**config.mk**
```make
export PLATFORM = sky130hd
export DESIGN_NAME = sha256_message_digest_core_flat
export DESIGN_NICKNAME = d
export VERILOG_FILES = /design/src/rtl/sha256_pkg.sv /design/src/rtl/sha256_if.sv /design/src/rtl/sha256_message_digest_core.sv /design/src/flat_wrapper.sv
export SDC_FILE = /design/constraint.sdc
export NUM_CORES = 2
export LEC_CHECK = 0
export ABC_CLOCK_PERIOD_IN_PS = 8600
export BUFFER_PORTS_ARGS = -buffer_cell sky130_fd_sc_hd__buf_2
export CAP_MARGIN = 30
export CELL_PAD_IN_SITES_DETAIL_PLACEMENT = 1
export CELL_PAD_IN_SITES_GLOBAL_PLACEMENT = 1
export CORE_ASPECT_RATIO = 0.5
export CORE_MARGIN = 1
export CORE_UTILIZATION = 46
export DETAILED_ROUTE_END_ITERATION = 6
export GPL_ROUTABILITY_DRIVEN = 0
export PLACE_DENSITY_LB_ADDON = 0.1
export SKIP_CTS_REPAIR_TIMING = 1
export SLEW_MARGIN = 20
export SYNTH_ARGS = -nofsm -noshare
export SYNTH_HDL_FRONTEND = slang
export SYNTH_SLANG_ARGS = --single-unit
export TNS_END_PERCENT = 1
```
**constraint.sdc**
```tcl
create_clock -name clk_i -period 8.6 [get_ports clk_i]
set_input_delay 2.15 -clock clk_i [delete_from_list [all_inputs] [get_ports clk_i]]
set_output_delay 2.15 -clock clk_i [all_outputs]
set_load 0.1 [all_outputs]
```
**src/rtl/sha256_pkg.sv**
```systemverilog
// SHA-256 package: initial hash words, round constants and round functions.
// No dependencies.
`timescale 1ns / 1ps
package sha256_pkg;

  localparam int unsigned WordW = 32;
  localparam int unsigned NumRounds = 64;

  localparam logic [WordW-1:0] InitHash [8] = '{
    32'h6a09e667, 32'hbb67ae85, 32'h3c6ef372, 32'ha54ff53a,
    32'h510e527f, 32'h9b05688c, 32'h1f83d9ab, 32'h5be0cd19
  };

  localparam logic [WordW-1:0] RoundConst [NumRounds] = '{
    32'h428a2f98, 32'h71374491, 32'hb5c0fbcf, 32'he9b5dba5,
    32'h3956c25b, 32'h59f111f1, 32'h923f82a4, 32'hab1c5ed5,
    32'hd807aa98, 32'h12835b01, 32'h243185be, 32'h550c7dc3,
    32'h72be5d74, 32'h80deb1fe, 32'h9bdc06a7, 32'hc19bf174,
    32'he49b69c1, 32'hefbe4786, 32'h0fc19dc6, 32'h240ca1cc,
    32'h2de92c6f, 32'h4a7484aa, 32'h5cb0a9dc, 32'h76f988da,
    32'h983e5152, 32'ha831c66d, 32'hb00327c8, 32'hbf597fc7,
    32'hc6e00bf3, 32'hd5a79147, 32'h06ca6351, 32'h14292967,
    32'h27b70a85, 32'h2e1b2138, 32'h4d2c6dfc, 32'h53380d13,
    32'h650a7354, 32'h766a0abb, 32'h81c2c92e, 32'h92722c85,
    32'ha2bfe8a1, 32'ha81a664b, 32'hc24b8b70, 32'hc76c51a3,
    32'hd192e819, 32'hd6990624, 32'hf40e3585, 32'h106aa070,
    32'h19a4c116, 32'h1e376c08, 32'h2748774c, 32'h34b0bcb5,
    32'h391c0cb3, 32'h4ed8aa4a, 32'h5b9cca4f, 32'h682e6ff3,
    32'h748f82ee, 32'h78a5636f, 32'h84c87814, 32'h8cc70208,
    32'h90befffa, 32'ha4506ceb, 32'hbef9a3f7, 32'hc67178f2
  };

  function automatic logic [WordW-1:0] rotr(input logic [WordW-1:0] x, input int unsigned n);
    rotr = (x >> n) | (x << (WordW - n));
  endfunction

  function automatic logic [WordW-1:0] sig0(input logic [WordW-1:0] x);
    sig0 = rotr(x, 7) ^ rotr(x, 18) ^ (x >> 3);
  endfunction

  function automatic logic [WordW-1:0] sig1(input logic [WordW-1:0] x);
    sig1 = rotr(x, 17) ^ rotr(x, 19) ^ (x >> 10);
  endfunction

  function automatic logic [WordW-1:0] bsig0(input logic [WordW-1:0] x);
    bsig0 = rotr(x, 2) ^ rotr(x, 13) ^ rotr(x, 22);
  endfunction

  function automatic logic [WordW-1:0] bsig1(input logic [WordW-1:0] x);
    bsig1 = rotr(x, 6) ^ rotr(x, 11) ^ rotr(x, 25);
  endfunction

  typedef struct packed {
    logic [7:0] data_byte;
    logic       byte_present;
    logic       end_of_message;
  } in_item_t;

  typedef struct packed {
    logic [WordW-1:0] digest_word;
    logic [2:0]       word_index;
    logic             last_word;
  } out_item_t;

endpackage

```
**src/rtl/sha256_if.sv**
```systemverilog
// Valid/ready channel interfaces for message items and digest words.
// Depends on sha256_pkg.
`timescale 1ns / 1ps
interface sha256_in_if;
  import sha256_pkg::*;
  logic     valid;
  logic     ready;
  in_item_t payload;
  modport source (output valid, output payload, input ready);
  modport sink (input valid, input payload, output ready);
endinterface

interface sha256_out_if;
  import sha256_pkg::*;
  logic      valid;
  logic      ready;
  out_item_t payload;
  modport source (output valid, output payload, input ready);
  modport sink (input valid, input payload, output ready);
endinterface

```
**src/rtl/sha256_message_digest_core.sv**
```systemverilog
// SHA-256 core top level: byte packing, padding, compression and digest output.
// Depends on sha256_pkg and sha256_if.
`timescale 1ns / 1ps
// At most one message byte per item, most significant first. A byte that does not
// finish a block is accepted in StIdle and packed in StPack. A byte that finishes a
// block also starts the compression: StRd0 loads the working variables and fetches
// the first word, StRound runs the 64 rounds, and StFin adds into the hash words.
// The block words sit in the schedule memory (16 x 32, one write and one read port,
// registered read); during the first 16 rounds the read for round r+1 overlaps
// round r, and a 16-word register window supplies the later schedule words. An
// item marked last adds pad bytes in StPad and the two length words in StLen, one
// or two compressions, and then 8 digest words out, one per accepted handshake.
// No item is taken while a block compresses or digest words are pending.
module sha256_message_digest_core (
  input logic clk_i,
  input logic rst_ni,
  sha256_in_if.sink    in_if,
  sha256_out_if.source out_if
);
  import sha256_pkg::*;

  typedef enum logic [3:0] {
    StIdle, StPack, StPad, StLen, StRd0, StRound, StFin, StOut
  } state_e;

  state_e            state_q;
  logic [WordW-1:0]  mem [16];
  logic [WordW-1:0]  rdata_q;
  logic [WordW-1:0]  wbuf_q;     // partial word being packed
  logic [5:0]        cnt_q;      // bytes in current block
  logic [63:0]       bitlen_q;
  logic [WordW-1:0]  h_q [8];
  logic [WordW-1:0]  v_q [8];
  logic [6:0]        rnd_q;
  logic              last_q;     // block is the final one of the message
  logic              padding_q;  // message ended, padding in progress
  logic              marked_q;   // 0x80 end marker already packed
  logic [2:0]        oidx_q;
  logic              lenph_q;
  // schedule word for the current round
  logic [WordW-1:0]  w_cur;
  logic [3:0]        rd_addr;

  // Rolling schedule window: from round 16 on it holds w[t-16] .. w[t-1]
  logic [WordW-1:0]  win_q [16];

  assign in_if.ready = (state_q == StIdle);
  assign out_if.valid = (state_q == StOut);
  assign out_if.payload.digest_word = h_q[oidx_q];
  assign out_if.payload.word_index  = oidx_q;
  assign out_if.payload.last_word   = (oidx_q == 3'd7);

  always_comb begin
    if (rnd_q < 7'd16) begin
      w_cur = rdata_q;
    end else begin
      w_cur = win_q[0] + sig0(win_q[1]) + win_q[9] + sig1(win_q[14]);
    end
  end
  assign rd_addr = rnd_q[3:0] + 4'd1;

  // Block store: written once per full word while packing or padding, and for each length word.
  logic             we;
  logic [3:0]       waddr;
  logic [WordW-1:0] wdata;
  always_comb begin
    we = 1'b0;
    waddr = cnt_q[5:2];
    wdata = wbuf_q;
    case (state_q)
      StPack: we = (cnt_q[1:0] == 2'd3);
      StPad:  we = (cnt_q[1:0] == 2'd3);
      StLen: begin
        we = 1'b1;
        waddr = lenph_q ? 4'd15 : 4'd14;
        wdata = lenph_q ? bitlen_q[31:0] : bitlen_q[63:32];
      end
      default: we = 1'b0;
    endcase
  end

  always_ff @(posedge clk_i) begin
    if (we) begin
      mem[waddr] <= wdata;
    end
    rdata_q <= mem[(state_q == StRd0) ? 4'd0 : rd_addr];
  end

  logic [WordW-1:0] t1, t2;
  assign t1 = v_q[7] + bsig1(v_q[4]) + ((v_q[4] & v_q[5]) ^ (~v_q[4] & v_q[6]))
            + RoundConst[rnd_q[5:0]] + w_cur;
  assign t2 = bsig0(v_q[0]) + ((v_q[0] & v_q[1]) ^ (v_q[0] & v_q[2]) ^ (v_q[1] & v_q[2]));

  // Control and datapath sequencer
  always_ff @(posedge clk_i or negedge rst_ni) begin
    if (!rst_ni) begin
      state_q   <= StIdle;
      cnt_q     <= '0;
      bitlen_q  <= '0;
      rnd_q     <= '0;
      last_q    <= 1'b0;
      padding_q <= 1'b0;
      marked_q  <= 1'b0;
      oidx_q    <= '0;
      lenph_q   <= 1'b0;
      wbuf_q    <= '0;
      for (int i = 0; i < 8; i++) begin
        h_q[i] <= InitHash[i];
        v_q[i] <= '0;
      end
      for (int i = 0; i < 16; i++) win_q[i] <= '0;
    end else begin
      case (state_q)
        StIdle: begin
          if (in_if.valid) begin
            padding_q <= in_if.payload.end_of_message;
            marked_q  <= in_if.payload.end_of_message && !in_if.payload.byte_present;
            if (in_if.payload.byte_present) begin
              wbuf_q   <= {wbuf_q[23:0], in_if.payload.data_byte};
              bitlen_q <= bitlen_q + 64'd8;
              state_q  <= StPack;
            end else if (in_if.payload.end_of_message) begin
              wbuf_q  <= {wbuf_q[23:0], 8'h80};
              state_q <= StPad;
            end
          end
        end
        StPack, StPad: begin
          // the word written this cycle is complete when cnt low bits wrap
          cnt_q <= cnt_q + 6'd1;
          if (cnt_q == 6'd63) begin
            last_q  <= 1'b0;
            state_q <= StRd0;
          end else if (state_q == StPad && cnt_q == 6'd55) begin
            lenph_q <= 1'b0;
            state_q <= StLen;
          end else if (state_q == StPad || padding_q) begin
            wbuf_q   <= {wbuf_q[23:0], (state_q == StPad) ? 8'h00 : 8'h80};
            marked_q <= 1'b1;
            state_q  <= StPad;
          end else begin
            state_q <= StIdle;
          end
        end
        StLen: begin
          lenph_q <= ~lenph_q;
          if (lenph_q) begin
            cnt_q   <= '0;
            last_q  <= 1'b1;
            state_q <= StRd0;
          end
        end
        StRd0: begin
          rnd_q <= '0;
          for (int i = 0; i < 8; i++) v_q[i] <= h_q[i];
          state_q <= StRound;
        end
        StRound: begin
          for (int i = 0; i < 15; i++) win_q[i] <= win_q[i+1];
          win_q[15] <= w_cur;
          v_q[7] <= v_q[6]; v_q[6] <= v_q[5]; v_q[5] <= v_q[4];
          v_q[4] <= v_q[3] + t1;
          v_q[3] <= v_q[2]; v_q[2] <= v_q[1]; v_q[1] <= v_q[0];
          v_q[0] <= t1 + t2;
          rnd_q  <= rnd_q + 7'd1;
          if (rnd_q == 7'(NumRounds - 1)) state_q <= StFin;
        end
        StFin: begin
          for (int i = 0; i < 8; i++) h_q[i] <= h_q[i] + v_q[i];
          if (last_q) begin
            oidx_q  <= '0;
            state_q <= StOut;
          end else if (padding_q) begin
            // block filled before the length fit: the marker, or a zero pad byte if already marked, opens the next one
            wbuf_q   <= {wbuf_q[23:0], marked_q ? 8'h00 : 8'h80};
            marked_q <= 1'b1;
            state_q  <= StPad;
          end else begin
            state_q <= StIdle;
          end
        end
        StOut: begin
          if (out_if.ready) begin
            oidx_q <= oidx_q + 3'd1;
            if (oidx_q == 3'd7) begin
              for (int i = 0; i < 8; i++) h_q[i] <= InitHash[i];
              bitlen_q  <= '0;
              cnt_q     <= '0;
              padding_q <= 1'b0;
              marked_q  <= 1'b0;
              last_q    <= 1'b0;
              state_q   <= StIdle;
            end
          end
        end
        default: state_q <= StIdle;
      endcase
    end
  end
endmodule

```
**src/flat_wrapper.sv**
```systemverilog
// flat-port wrapper written by rule: the top's interface ports become plain ports
module sha256_message_digest_core_flat import sha256_pkg::*;
  (clk_i, rst_ni, in_if_valid, in_if_payload, in_if_ready, out_if_valid, out_if_payload, out_if_ready);
  sha256_in_if in_if_i ();
  sha256_out_if out_if_i ();
  input logic clk_i;
  input logic rst_ni;
  input wire logic [$bits(in_if_i.valid)-1:0] in_if_valid;
  input wire logic [$bits(in_if_i.payload)-1:0] in_if_payload;
  output wire logic [$bits(in_if_i.ready)-1:0] in_if_ready;
  output wire logic [$bits(out_if_i.valid)-1:0] out_if_valid;
  output wire logic [$bits(out_if_i.payload)-1:0] out_if_payload;
  input wire logic [$bits(out_if_i.ready)-1:0] out_if_ready;
  assign in_if_i.valid = in_if_valid;
  assign in_if_i.payload = in_if_payload;
  assign in_if_ready = in_if_i.ready;
  assign out_if_valid = out_if_i.valid;
  assign out_if_payload = out_if_i.payload;
  assign out_if_i.ready = out_if_ready;
  sha256_message_digest_core u_core (.clk_i(clk_i), .rst_ni(rst_ni), .in_if(in_if_i), .out_if(out_if_i));
endmodule
```
Word-level counts from Yosys, hierarchy flattened
Memory sizes are Yosys's and may differ from the RTL's. A register that Yosys moved wholly into a read port is not among the register bits.
Cells that the tools add are included.
{"block": "word_totals", "inputBits": 14, "n_memories": 2, "latch_bits": 0, "romBits": 2048, "output_inout_bits": 38, "ramBits": 512, "wordCells": 222, "reg_bits": 1144}
{"memory": "(no name shown)", "words": 64, "word_bits": 32, "read_ports": 1, "rd_ports_with_merged_regs": 0, "wr": 0, "line_no": "sha256_message_digest_core.sv:91", "text": "+ RoundConst[rnd_q[5:0]] + w_cur;"}
{"memory": "u_core.mem", "words": 16, "word_bits": 32, "read_ports": 1, "rd_ports_with_merged_regs": 1, "wr": 1, "line_no": "sha256_message_digest_core.sv:27", "text": "logic [WordW-1:0] mem [16];"}
{"block": "classes", "div": 0, "n_bitwise": 30, "n_addsub": 23, "magnitude_cmp": 3, "mul": 0, "shifts": 0, "eq_ne": 27, "mux": 72, "n_reduce_logical": 23}
{"cell": "$pmux W256 S2", "n": 2}
{"cell": "$add A32 B32 Y32", "n": 18}
{"cell": "$mux W256", "n": 2}
{"cell": "$mux W32", "n": 15}
{"cell": "$xor A32 B32 Y32", "n": 9}
{"cell": "$mux W64", "n": 4}
{"cell": "$and A32 B32 Y32", "n": 5}
{"cell": "$pmux W64 S2", "n": 1}
{"cell": "$bmux W32 S3", "n": 1}
{"cell": "$pmux W32 S3", "n": 1}
{"cell": "$add A64 B4 Y64 const B", "n": 1}
{"cell": "$mux W4", "n": 12}
{"cell": "$not A32 Y32", "n": 1}
{"cell": "$or A10 B32 Y32", "n": 1}
{"cell": "$or A13 B32 Y32", "n": 1}
{"cell": "$or A14 B32 Y32", "n": 1}
{"cell": "$or A15 B32 Y32", "n": 1}
{"cell": "$or A19 B32 Y32", "n": 1}
{"cell": "$or A21 B32 Y32", "n": 1}
{"cell": "$or A25 B32 Y32", "n": 1}
{"cell": "$or A26 B32 Y32", "n": 1}
{"cell": "$or A30 B32 Y32", "n": 1}
{"cell": "$or A7 B32 Y32", "n": 1}
{"cell": "$xor A32 B22 Y32", "n": 1}
{"cell": "47 further kinds", "n": 95}

Longest topological paths before layout
{"block": "depth", "word_depth": 10, "depth_mapped": 44}

Least setup slack after synthesis
OpenSTA, ideal clock, no wires.
{"block": "synth_timing", "path_kind": "register to register", "startpoint": "register u_core.win_q[52] (netlist name)", "endpoint": "register u_core.v_q[255] (netlist name)", "slack_ns": -0.514, "setup_time_ns": 0.080, "synth_period_minus_slack_ns": 9.114, "arrival_time_ns": 9.035, "stages_incl_launch_ff": 40, "cell_sequence": "dfrtp_1 clkbuf_1 xnor2_1 xnor2_1 fa_1 fa_1 ha_1 fa_1 a21oi_1 o21ai_1 o2111ai_1 nand2_1 o41a_1 a21o_1 a21oi_1 xor2_1 nor2_1 a21oi_1 [... 4 more ...] o211ai_1 o311ai_0 xor2_1 inv_1 fa_1 inv_1 ha_1 a21o_1 a21o_1 o21ai_0 a21boi_0 a311o_1 a211oi_1 o41ai_1 a21oi_1 xnor2_1 xnor2_1 a2bb2oi_1"}
{"block": "synth_between", "elab_chain_len": 8, "elab_cells_between_ends": 9}
{"item": "from (decl)", "line_no": "sha256_message_digest_core.sv:45", "text": "logic [WordW-1:0] win_q [16];"}
{"item": "$or A13 B32 Y32 / $or A15 B32 Y32 (equally long branches)", "line_no": "sha256_pkg.sv:34", "text": "rotr = (x >> n) | (x << (WordW - n));"}
{"item": "$xor A32 B32 Y32", "line_no": "sha256_pkg.sv:42", "text": "sig1 = rotr(x, 17) ^ rotr(x, 19) ^ (x >> 10);"}
{"item": "$xor A32 B22 Y32 (*)", "line_no": "sha256_pkg.sv:42"}
{"item": "$add A32 B32 Y32 (*)", "line_no": "sha256_message_digest_core.sv:57", "text": "w_cur = win_q[0] + sig0(win_q[1]) + win_q[9] + sig1(win_q[14]);"}
{"item": "$mux W32 (*)", "line_no": "sha256_message_digest_core.sv:54", "text": "if (rnd_q < 7'd16) begin"}
{"item": "$add A32 B32 Y32 (*)", "line_no": "sha256_message_digest_core.sv:91"}
{"item": "$add A32 B32 Y32 (*)", "line_no": "sha256_message_digest_core.sv:164", "text": "v_q[0] <= t1 + t2;"}
{"item": "$pmux W256 S2 (*)", "line_no": "sha256_message_digest_core.sv:113", "text": "case (state_q)"}
{"item": "to (decl)", "line_no": "sha256_message_digest_core.sv:33", "text": "logic [WordW-1:0] v_q [8];"}
Every way passes the cells marked *; elsewhere a longest branch is shown, timed or not.
A chain may end at the register's enable or synchronous reset.

Worst setup path after layout
{"block": "layout_timing", "startpoint": "register u_core.win_q[456] (netlist name)", "endpoint": "register u_core.v_q[255] (netlist name)"}
{"block": "layout_between", "elab_chain_len": 10, "elab_cells_between_ends": 11}
{"item": "$or A25 B32 Y32 / $or A14 B32 Y32 (equally long branches)", "line_no": "sha256_pkg.sv:34"}
{"item": "$xor A32 B32 Y32", "line_no": "sha256_pkg.sv:38", "text": "sig0 = rotr(x, 7) ^ rotr(x, 18) ^ (x >> 3);"}
{"item": "$xor A32 B29 Y32 (*)", "line_no": "sha256_pkg.sv:38"}
{"item": "$add A32 B32 Y32 (*) (3 in a row)", "line_no": "sha256_message_digest_core.sv:57"}
{"item": "$mux W32 (*)", "line_no": "sha256_message_digest_core.sv:54"}
{"item": "$add A32 B32 Y32 (*)", "line_no": "sha256_message_digest_core.sv:91"}
{"item": "$add A32 B32 Y32 (*)", "line_no": "sha256_message_digest_core.sv:164"}
{"item": "$pmux W256 S2 (*)", "line_no": "sha256_message_digest_core.sv:113"}
Marked as above.

==> summary.md <==
| Metric | Value |
|---|---|
| Number of synthesized flops with an enable pin | `512` |
| Vias in the first global route | `77,732` |
| Max-Cap Viols | `0` |
| Row cnt | `118` |
| WL/cell | `26.0 microns` |
| H-tree Lvls | `4` |
| RSZ-0062 raised after global routing | `yes` |
| Die Ht | `326 microns` |
| Asr flop ratio synth | `0.677` |
| Fin. Hold Viols | `0` |
| Area growth, synth to finish | `13.3%` |
| Worst-Margin Slew | `1090 ps` |
| Max Slew Vio Count | `0` |
| Share of cells above drive strength 1 | `0.148` |
| Syn_area_per_cell | `9.92 sq um` |
| Endpoints failing setup | `27` |
| Crit path from | `u_core.win_q[456]` |
| Min Hold Slack | `462 ps` |
| Detailed-route via count | `75,899` |
| DP Wirelength | `239,000 microns` |
| Main synth FF type | `dfrtp_1` |
| Flop and latch count out of synthesis | `1,684` |
| Syn_nets | `10,325` |
| Worst EP arrival | `10,120 ps` |
| Hold path start | `u_core.win_q[341]` |
| Fin crit share | `1.09` |
| Leakage | `47.0 nW` |
| I/O pin count | `52` |
| Total routed wirelength | `335,000 microns` |
| Largest delay contributor family on the critical path | `compound AO/OA/AOI/OAI gates` |
| Total GRT Usage | `0.313` |
| Clock root buffer | `clkbuf_16` |
| Power per cell area | `146 mW/mm^2` |
| Critical Path RT | `9320 ps` |
| Failing checks | `negative setup slack` |
| Synth Cell Area | `0.0963 sq mm` |
| Starting Density | `0.464` |
| Die area | `0.211 sq mm` |
| CP Capture Type | `register` |
| Rel. slew slack | `0.273` |
| Fmax | `106 MHz` |
| Crit Path Class | `register to register` |
| Initial antenna violation count | `21` |
| Grt total ovfl | `0` |
| Buf/Inv on CP | `3` |
| Pre-antenna DRT Iters | `6` |
| Residual DRC | `0` |
| Global-route wire length before repair | `502,000 microns` |
| Post-synthesis sequential area ratio | `0.464` |
| Critical path's most frequent cell | `fa_1` |
| VDD IR max | `0.142 mV` |
| Clk Latency, worst-skew pair | `860 ps` |
| CP Launch Type | `register` |
| Cell variety after synth | `94` |
| Fin Setup TNS | `-10,500 ps` |
| Clock-pin slew on the worst setup and hold paths | `70 ps` |
| Via-to-Cell Ratio | `5.90` |
| Antenna Nets Post-Route | `0` |
| Total core area | `0.208 sq mm` |
| Min cycle time layout | `9400 ps` |
| Largest net degree at the start of global routing | `209` |
| Final #Nets | `10,590` |
| Total CTS buffers | `168` |
| Number of clock sinks | `1,684` |
| Worst r2r src | `u_core.win_q[456]` |
| Worst-case clock buffer depth | `4` |
| Critical-path maximum fanout | `3` |
| Initial detailed-routing violation count | `6,410` |
| Placed cell count | `12,550` |
| Slowest-stage cell, CP | `fa_1` |
| Critical Path Max Stage Delay | `570 ps` |
| Worst clock skew | `74.9 ps` |
| Mapped Cells | `9,709` |
| Post-route insts no fill | `12,858` |
| Hold Path Class | `register to register` |
| CTS tree | `built` |
| Die span in x | `649 microns` |
| Status | `complete, but fails checks` |
| Synthesis Warnings | `0` |
| IO Port Bufs | `51` |
| Final worst slack | `-800 ps` |
-- kinds of logic after synthesis --
| logic type | synth area share |
|---|---|
| buf+inv | 0.0357 |
| compound gates | 0.138 |
| flops | 0.464 |
| simple gates | 0.133 |
| mux | 0.0760 |
| xor+xnor | 0.0572 |
| fa+ha+maj | 0.0954 |
-- registers in the layout, indices dropped and copies added (netlist names) --
name	cells
u_core.bitlen_q	61
u_core.cnt_q	6
u_core.h_q	256
u_core.last_q	1
u_core.lenph_q	1
u_core.marked_q	1
u_core.mem	512
u_core.oidx_q	3
u_core.padding_q	1
u_core.rdata_q	32
u_core.rnd_q	7
u_core.state_q	3
u_core.v_q	256
u_core.wbuf_q	32
u_core.win_q	512
-- report_power, final --
group	internal [mW]	total, mW	switching (mW)
registers	8.21	8.21	0.000127
logic	0.0131	0.131	0.118
clock network	4.28	7.61	3.33
total	12.5	16.0	3.45
-- layout by cell type (no fill, tap or decap), types with 55 or more instances in the layout --
master,count
a21o_1,166
a21oi_1,501
a221oi_1,69
a31oi_1,108
buf_4,601
clkbuf_16,170
dfrtp_1,995
dfstp_2,136
edfxtp_1,512
fa_1,194
ha_1,397
inv_1,331
mux2_2,194
mux2i_1,353
mux4_2,71
nand2_1,2043
nand2b_1,68
nand3_1,103
nor2_1,466
nor3_1,87
o21a_1,61
o21ai_0,703
or3_1,55
xnor2_1,347
xor2_1,251
-- per-layer routing --
layer,global-route usage,share of wire,up-vias
li1,-,-,34258
met1,0.461,0.47,39285
met2,0.482,0.44,1879
met3,0.0441,0.056,471
met4,0.0913,0.031,6
met5,0,0.00012,-
-- layout make-up --
| class | instances | area, sq um |
|---|---|---|
| well taps | 2760 | 3450 |
| fillers | 22845 | 98400 |
| repair buffers | 675 | 5230 |
| clock buffers | 229 | 4750 |
| clock inverters | 60 | 702 |
| flip-flops and latches | 1684 | 44700 |
| diodes | 5 | 12.5 |
| inverters | 335 | 1260 |
| multi-input cells | 7110 | 49000 |
-- worst min-delay path: stages, from the launching register on --
cell	delay (ps)
dfrtp_1	340
nand2_1	50
nand2_1	50
-- cells in the mapped netlist, drive strengths merged (11+ instances only) --
master,n,area share
a2111oi,12,0.0011
a211o,13,0.0012
a211oi,56,0.0044
a21o,166,0.013
a21oi,519,0.027
a221oi,69,0.0063
a22o,52,0.0047
a22oi,42,0.0033
a311oi,11,0.0011
a31oi,111,0.0073
and2,28,0.0018
and3,53,0.0035
buf,76,0.0030
clkbuf,504,0.020
dfrtp,1004,0.26
dfstp,136,0.037
dfxtp,32,0.0067
edfxtp,512,0.16
fa,195,0.041
ha,407,0.053
inv,334,0.013
maj3,19,0.0020
mux2,194,0.023
mux2i,353,0.037
mux4,71,0.017
nand2,2050,0.080
nand2b,69,0.0045
nand3,108,0.0056
nand4,28,0.0018
nor2,490,0.019
nor2b,46,0.0030
nor3,94,0.0050
o211ai,24,0.0019
o21a,62,0.0048
o21ai,753,0.039
o21bai,45,0.0035
o22a,16,0.0015
o22ai,19,0.0012
o311ai,20,0.0018
o31ai,31,0.0024
o32ai,34,0.0031
or2,17,0.0011
or3,55,0.0036
xnor2,366,0.033
xor2,259,0.024
-- path summary, 6_finish.rpt --
| path | cells past startpoint | slack (ps) | end |
|---|---|---|---|
| worst min-delay path | 2 | 460 | u_core.win_q[373] |
| min in group asynchronous | 1 | 1340 | u_core.v_q[197] |
| worst max-delay path | 39 | -800 | u_core.v_q[255] |
| worst max register to register | 39 | -800 | u_core.v_q[255] |
| max in group asynchronous | 3 | 5570 | u_core.win_q[320] |
| worst min register to register | 2 | 460 | u_core.win_q[373] |
-- stage by stage --
stage / total power, mW / setup WS [ps] / cell area [sq um] / utilization
3_5_place_dp: 8.51 / -949 / 103000 / 0.496
3_3_place_gp: 8.51 / -849 / 103000 / 0.496
2_1_floorplan: 8.37 / 1.23 / 96400 / -
4_1_cts: 16.1 / -1020 / 108000 / 0.522
5_1_grt: 16.4 / -1180 / 109000 / 0.526
6_report: 16.0 / -800 / 109000 / 0.526
No activity file was read; power rests on OpenSTA's default activity.
